$ cat src/design/ttlb_pkg.sv
// Shared types and constants for the text terminal line buffer.
// Depends on nothing; imported by ttlb_cmd and the top level of the block.
package ttlb_pkg;

   // Ring geometry
   localparam int LINE_CAPACITY = 512;
   localparam int LINE_WIDTH    = 128;
   localparam int SLOT_W        = $clog2(LINE_CAPACITY);
   localparam int COL_W         = $clog2(LINE_WIDTH);
   localparam int LEN_W         = $clog2(LINE_WIDTH + 1);
   localparam int TOTAL_W       = $clog2(LINE_CAPACITY + 1);
   localparam int CHAR_DEPTH    = LINE_CAPACITY * LINE_WIDTH;
   localparam int CHAR_AW       = $clog2(CHAR_DEPTH);

   // Configuration register indexes
   localparam logic [2:0] CSR_CODE_HARDWARE = 3'd0;
   localparam logic [2:0] CSR_CODE_CHARS    = 3'd1;
   localparam logic [2:0] CSR_CODE_TERM     = 3'd2;
   localparam logic [2:0] CSR_CODE_COMMAND  = 3'd3;
   localparam logic [2:0] CSR_TERM_COLUMNS  = 3'd4;
   localparam logic [2:0] CSR_TERM_ROWS     = 3'd5;

   // Request types
   localparam logic [1:0] REQ_WRITE = 2'd0;
   localparam logic [1:0] REQ_READ  = 2'd1;
   localparam logic [1:0] REQ_FETCH = 2'd2;

   // Character codes
   localparam logic [15:0] CH_NUL   = 16'h0000;
   localparam logic [15:0] CH_BS    = 16'h0008;
   localparam logic [15:0] CH_LF    = 16'h000A;
   localparam logic [15:0] CH_FF    = 16'h000C;
   localparam logic [15:0] CH_CR    = 16'h000D;
   localparam logic [15:0] CH_SPACE = 16'h0020;
   localparam logic [15:0] CH_DEL   = 16'h007F;
   localparam logic [15:0] CH_CCH   = 16'h0094;
   localparam logic [15:0] CH_NBSP  = 16'h00A0;

   typedef enum logic [2:0] {
      WM_IDLE    = 3'b001,
      WM_CHARS   = 3'b010,
      WM_COMMAND = 3'b100
   } write_mode_type;

   typedef enum logic [2:0] {
      RM_NONE = 3'b001,
      RM_HARD = 3'b010,
      RM_TERM = 3'b100
   } read_mode_type;

   typedef struct packed {
      logic [1:0]  req_type;
      logic [15:0] write_value;
      logic [8:0]  fetch_line;
      logic [6:0]  fetch_column;
   } req_item_type;

   typedef struct packed {
      logic [15:0] read_data;
      logic [15:0] fetch_char;
      logic        fetch_valid;
      logic [9:0]  lines_held;
      logic [7:0]  newest_length;
   } rsp_item_type;

   // Command decoder to line ring
   typedef struct packed {
      logic        edit_en;
      logic [15:0] read_data;
   } cmd_out_type;

endpackage

$ cat src/design/ttlb_cmd.sv
// Command state machine and configuration registers of the line buffer.
// Depends on ttlb_pkg.
module ttlb_cmd
   import ttlb_pkg::*;
(
   input  logic         clock,
   input  logic         reset,
   input  logic         csr_we,
   input  logic [2:0]   csr_index,
   input  logic [15:0]  csr_wdata,
   input  logic         accept,
   input  logic [1:0]   req_type,
   input  logic [15:0]  write_value,
   output cmd_out_type  cmd_out
);

   logic [15:0] code_hard_ff, code_chars_ff, code_term_ff, code_cmd_ff;
   logic [15:0] columns_ff, rows_ff;
   write_mode_type wmode_ff, wmode_in;
   read_mode_type  rmode_ff, rmode_in;
   logic [1:0]  pos_ff, pos_in;
   logic [15:0] rd_ff, rd_in;
   logic        is_write, is_read;

   // Configuration writes
   always_ff @(posedge clock) begin
      if (reset) begin
         code_hard_ff  <= 16'd1;
         code_chars_ff <= 16'd2;
         code_term_ff  <= 16'd3;
         code_cmd_ff   <= 16'd4;
         columns_ff    <= 16'd80;
         rows_ff       <= 16'd24;
      end else if (csr_we) begin
         unique case (csr_index)
            CSR_CODE_HARDWARE: code_hard_ff  <= csr_wdata;
            CSR_CODE_CHARS:    code_chars_ff <= csr_wdata;
            CSR_CODE_TERM:     code_term_ff  <= csr_wdata;
            CSR_CODE_COMMAND:  code_cmd_ff   <= csr_wdata;
            CSR_TERM_COLUMNS:  columns_ff    <= csr_wdata;
            CSR_TERM_ROWS:     rows_ff       <= csr_wdata;
            default: ;
         endcase
      end
   end

   assign is_write = accept && (req_type == REQ_WRITE);
   assign is_read  = accept && (req_type == REQ_READ);

   // Decode written words and advance the size readout
   always_comb begin
      wmode_in = wmode_ff;
      rmode_in = rmode_ff;
      pos_in   = pos_ff;
      rd_in    = 16'd0;
      if (is_write) begin
         unique case (wmode_ff)
            WM_CHARS: begin
               if (write_value == CH_NUL) begin
                  wmode_in = WM_IDLE;
               end
            end
            WM_COMMAND: begin
               wmode_in = WM_IDLE;
            end
            default: begin
               priority if (write_value == code_hard_ff) begin
                  rmode_in = RM_HARD;
               end else if (write_value == code_chars_ff) begin
                  wmode_in = WM_CHARS;
                  rmode_in = RM_NONE;
               end else if (write_value == code_term_ff) begin
                  rmode_in = RM_TERM;
                  pos_in   = 2'd0;
               end else if (write_value == code_cmd_ff) begin
                  wmode_in = WM_COMMAND;
                  rmode_in = RM_NONE;
               end else begin
                  wmode_in = wmode_ff;
               end
            end
         endcase
      end else if (is_read && (rmode_ff == RM_TERM)) begin
         priority if (pos_ff == 2'd0) begin
            rd_in  = columns_ff;
            pos_in = 2'd1;
         end else if (pos_ff == 2'd1) begin
            rd_in  = rows_ff;
            pos_in = 2'd2;
         end else begin
            rd_in = 16'd0;
         end
      end
   end

   // Hold mode state and the read word of the last item
   always_ff @(posedge clock) begin
      if (reset) begin
         wmode_ff <= WM_IDLE;
         rmode_ff <= RM_NONE;
         pos_ff   <= 2'd0;
         rd_ff    <= 16'd0;
      end else begin
         wmode_ff <= wmode_in;
         rmode_ff <= rmode_in;
         pos_ff   <= pos_in;
         if (accept) begin
            rd_ff <= rd_in;
         end
      end
   end

   assign cmd_out.edit_en   = is_write && (wmode_ff == WM_CHARS) &&
                              (write_value != CH_NUL);
   assign cmd_out.read_data = rd_ff;

endmodule

$ cat config.mk
export PLATFORM = sky130hd
export DESIGN_NAME = ttlb_cmd
export DESIGN_NICKNAME = d
export VERILOG_FILES = /design/src/design/ttlb_pkg.sv /design/src/design/ttlb_cmd.sv
export SDC_FILE = /design/constraint.sdc
export NUM_CORES = 1
export LEC_CHECK = 0
export BUFFER_PORTS_ARGS = -buffer_cell sky130_fd_sc_hd__buf_2
export CAP_MARGIN = 20
export CORE_MARGIN = 2
export CORE_UTILIZATION = 45
export CTS_BUF_LIST = sky130_fd_sc_hd__clkbuf_4 sky130_fd_sc_hd__clkbuf_8
export CTS_CLUSTER_SIZE = 12
export DETAILED_ROUTE_END_ITERATION = 10
export GPL_ROUTABILITY_DRIVEN = 0
export GPL_TIMING_DRIVEN = 0
export SLEW_MARGIN = 10
export SYNTH_ARGS = -nofsm -noshare
export SYNTH_HDL_FRONTEND = slang
export SYNTH_SLANG_ARGS = --single-unit
$ cat constraint.sdc
create_clock -name clock -period 3.6 [get_ports clock]
set_input_delay 0 -clock clock [delete_from_list [all_inputs] [get_ports clock]]
set_output_delay 0 -clock clock [all_outputs]
set_load 0.02 [all_outputs]
Word-level counts from Yosys, hierarchy flattened
Index checks and enable logic that the tools add are counted.
Storage, ports and cells
  bits in registers: 120
  input bits: 41
  word-level logic and storage cells: 78
Cells by class
  reduce and logical (&&, ||, !) cells: 24
  multiplexer cells: 22
  equality and inequality tests: 21
  bitwise logic cells: 1
Operator list (number)
  equality test 16 bit: 4
  2-to-1 mux 16 bit: 4
  2-to-1 mux 3 bit: 9
  logical NOT 16 bit: 1
  2-to-1 mux 2 bit: 8
  nonzero test 16 bit: 1
  equality test 3 bit (second input constant): 4
  AND reduction 2 bit: 6
  equality test 3 x 2 -> 1 bit (second input constant): 3
  != test 2 bit (second input constant): 4
  nonzero test 4 bit: 2
  one-hot mux 3 bit (2 select lines): 1
  AND reduction 6 bit: 1
  logical AND 1 bit: 5
  AND reduction 5 bit: 1
  equality test 2 x 1 -> 1 bit (second input constant): 2
  logical NOT 2 bit: 2
  != test 4 x 2 -> 1 bit (second input constant): 1
  equality test 3 x 1 -> 1 bit (second input constant): 1
  logical NOT 3 bit: 1
  != test 3 x 1 -> 1 bit (second input constant): 1
  AND reduction 3 bit: 1
  nonzero test 3 bit: 1
  != test 2 x 1 -> 1 bit (second input constant): 1
  other kinds (3): 3

Depth between registers and ports, before layout
  word-level depth: 6
  depth in mapped cells: 7
  gate-level depth less buffers: 6

Least setup slack after synthesis
OpenSTA, ideal clock, no wires.
  kind: flip-flop to flip-flop
  start: register code_cmd_ff[9]
  end: register wmode_ff[0]
  setup time: 0.122 ns
  data arrival time: 1.511 ns
  stages on the path, launching flop included: 7
  required time: 3.478 ns
  slack: 1.967 ns
  path buffers: 0
  path through: dfxtp_1 -> xnor2_1 -> nand4_1 -> nor4_1 -> nor2b_1 -> o21ai_2 -> a221o_1
On the way
  word-level cells in the longest chain between the ends: 3
RTL lines
  start: declaration: RTL line ttlb_cmd.sv:17  | logic [15:0] code_hard_ff, code_chars_ff, code_term_ff, code_cmd_ff;
  start signal: assignment: RTL line ttlb_cmd.sv:39  | CSR_CODE_COMMAND: code_cmd_ff <= csr_wdata;
  equality test 16 bit: RTL line ttlb_cmd.sv:75  | end else if (write_value == code_cmd_ff) begin
  nonzero test 4 bit (no source line)
  AND reduction 5 bit (no source line)
  end signal: assignment: RTL line ttlb_cmd.sv:104  | wmode_ff <= wmode_in;
  end: declaration: RTL line ttlb_cmd.sv:19  | write_mode_type wmode_ff, wmode_in;
No other way between the ends.
A chain may end at the register's enable or synchronous reset.

Final worst setup path
Same ends and word-level chain as after synthesis.

==> qor.csv <==
metric,value,unit
max_freq,461,MHz
cts_sinks,120,
finalCriticalPeriod,2.17,ns
ioPinCount,58,
cts-root-buf,clkbuf_8,
cp_max_fo,3,
combinationalPowerShare,9.0,%
outcome,finished clean,
vdd_drop_max,264,µV
path_clk_slew,0.07,ns
final_cell_area,6390,µm²
grt_pass1_wl,24400,µm
totalWireLength,15700,µm
path_class,flip-flop to flip-flop,
fillerInstances,1158,
drtPass1Iterations,5,
startpoint_type,flip-flop,
synth_edf_count,0,
setup_viol,0,
drive_above_1_share,15.7,%
synth.distinct_cells,37,
cp_data_required_time,3.93,ns
power.internal,0.00208,W
drc,0,
grt_pass1_vias,4599,
dp_hpwl,11000,µm
synth-main-ff-cell,dfxtp_1,
rows,40,
antenna_found_initial,0,
ff2ff_setup_slack,1.43,ns
synth_common_cells,"nand2_1 (198), dfxtp_1 (120), a21oi_1 (108)",
crit_arrival,2.50,ns
vias_per_cell,5.26,
cts_buffer_depth,2,
die_y,114,µm
p_seq_share,48.7,%
clkPwrFrac,42.3,%
holdPathEnd,rows_ff[7],
die_w,114,µm
fin_tns_setup,0,ns
clkLatencyLatePin,0.45,ns
synth_top_area_cell,dfxtp_1,
worstReg2RegEnd,wmode_ff[0],
synth_seq_cells,120,
tritoncts,done,
ys_async_sr_fraction,0,%
htree_num_levels,4,
drtAntennaViolNets,0,
syn_nets,712,
wl_per_cell,17.3,µm
cp-end-kind,flip-flop,
period_share,60.3,%
rr_worst_depth,6,
cap_violations,0,
cts_setup_buffers,0,
dr.first_iter.drc_count,308,
synth_warnings,0,
overflow,0,
final_nets,788,
grt_setup_unrepaired,no,
seq_area_frac_synth,44.1,%
whs,0.0114,ns
dieArea,13000,µm²
wl_met2,7450,µm
slew_headroom,41.1,%
vias,4767,
hold_path_startpoint,reset,
n_antenna_cell,0,
cts-buffers-inserted,17,
portBuffers,40,
power_density,439,nW/µm²
placed_cell_area,5840,µm²
coreArea,11900,µm²
synth.top_cells.by_area,"dfxtp_1 (44%), nand2_1 (14%), a21oi_1 (9.9%)",
start_util,45.8,%
hold_path.class,primary input to flip-flop,
yosysTopAreaCellShare,44.1,%
finalHoldViolCount,0,
dr.max_layer_used,met4,
grt_max_degree,17,
p_sw,0.000723,W
power,0.00281,W
grt_usage,25.0,%
p_leak,2.33,nW
syn_area,5450,µm²
skew,0.0127,ns
wl_met1,6960,µm
synthCells,671,
areaGrowthSynthToFinish,17.2,%
sw_frac_of_total,25.8,%
met3_length,796,µm
yosysMostFrequentCell,nand2_1,
hold_depth,2,
avgSynthCellArea,8.12,µm²
slew_viol_final,0,
worst_slew_pin_slew,0.877,ns
crit-reg2reg-launch,code_cmd_ff[9],
==> worst max path at each step <==
stage / from / endpoint / depth (start not counted)
after floorplan: code_cmd_ff[9] / wmode_ff[0] / 6
after global placement: code_cmd_ff[9] / wmode_ff[0] / 6
after detailed placement: code_cmd_ff[9] / wmode_ff[0] / 6
after CTS: code_cmd_ff[9] / wmode_ff[0] / 6
after global routing: code_cmd_ff[9] / wmode_ff[0] / 6
final: code_cmd_ff[9] / wmode_ff[0] / 6
==> stage by stage <==
| stage | utilization, % | worst slack, ns | cells |
|---|---|---|---|
| finish | 53.6 | 1.43 | 907 |
| global route | 53.6 | 1.35 | 907 |
| CTS | 53.6 | 1.41 | 907 |
| detailed placement | 49.0 | 1.44 | 858 |
| global placement | 49.0 | 1.46 | 858 |
| floorplan | - | 1.97 | 671 |
==> sequential cells by signal (all words and copies together) (netlist names) <==
name           count
code_cmd_ff       16
columns_ff        16
wmode_ff           3
rd_ff             16
rmode_ff           3
rows_ff           16
pos_ff             2
code_term_ff      16
code_hard_ff      16
code_chars_ff     16
==> placed cells by master (no fill, tap or decap), types with 17 or more instances in the layout <==
cell / count
nand2_1: 198
xnor2_1: 49
dlygate4sd3_1: 17
clkbuf_1: 33
buf_2: 49
clkbuf_8: 21
nor2b_1: 19
nor2_1: 23
a21oi_1: 108
dfxtp_1: 120
==> routing by layer <==
layer  track usage [%]  vias up
met4              10.2        0
met2              41.7      135
met3              4.66       30
li1                  -     2360
met5                 0        -
met1              32.0     2242
==> logic make-up after synthesis <==
logic type                Yosys count  share of synthesized area [%]
AOI/OAI and AO/OA                 120                           12.0
buffers and inverters              52                           4.75
xor gates and xnor gates           65                           10.4
muxes                              16                           3.30
and+or+nand+nor                   298                           25.5
DFF                               120                           44.1
==> critical path, stage by stage (launching register included) <==
cell and delay, ns:
dfxtp_1 0.33, xnor2_1 0.19, nand4_1 0.11, nor4_1 0.71, nor2b_1 0.34, o21ai_2 0.07
a221o_1 0.29
==> repair_timing <==
action | CTS | global route
hold endpoints to repair | 102 | 0
resized for setup | 0 | 0
hold buffers | 17 | 0
==> final cells by class <==
cell class              count  area [µm²]  share of cell area (%)
flip-flops and latches    120        2400                    37.6
repair buffers             57         370                    5.80
multi-input cells         499        2790                    43.7
clock inverters             8        70.1                    1.10
plain buffers              51         255                    4.00
well taps                 147         184                    2.88
inverters                   1        3.75                  0.0588
clock buffers              24         312                    4.88
==> power groups by stage <==
stage | combinational (W) | clock [W] | sequential, W
global placement | 0.000233 | 0 | 0.00140
global route | 0.000273 | 0.00125 | 0.00137
CTS | 0.000252 | 0.00119 | 0.00137
finish | 0.000254 | 0.00119 | 0.00137
floorplan | 0.000147 | 0 | 0.00139
detailed placement | 0.000237 | 0 | 0.00140
(Power assumes the default switching activity.)
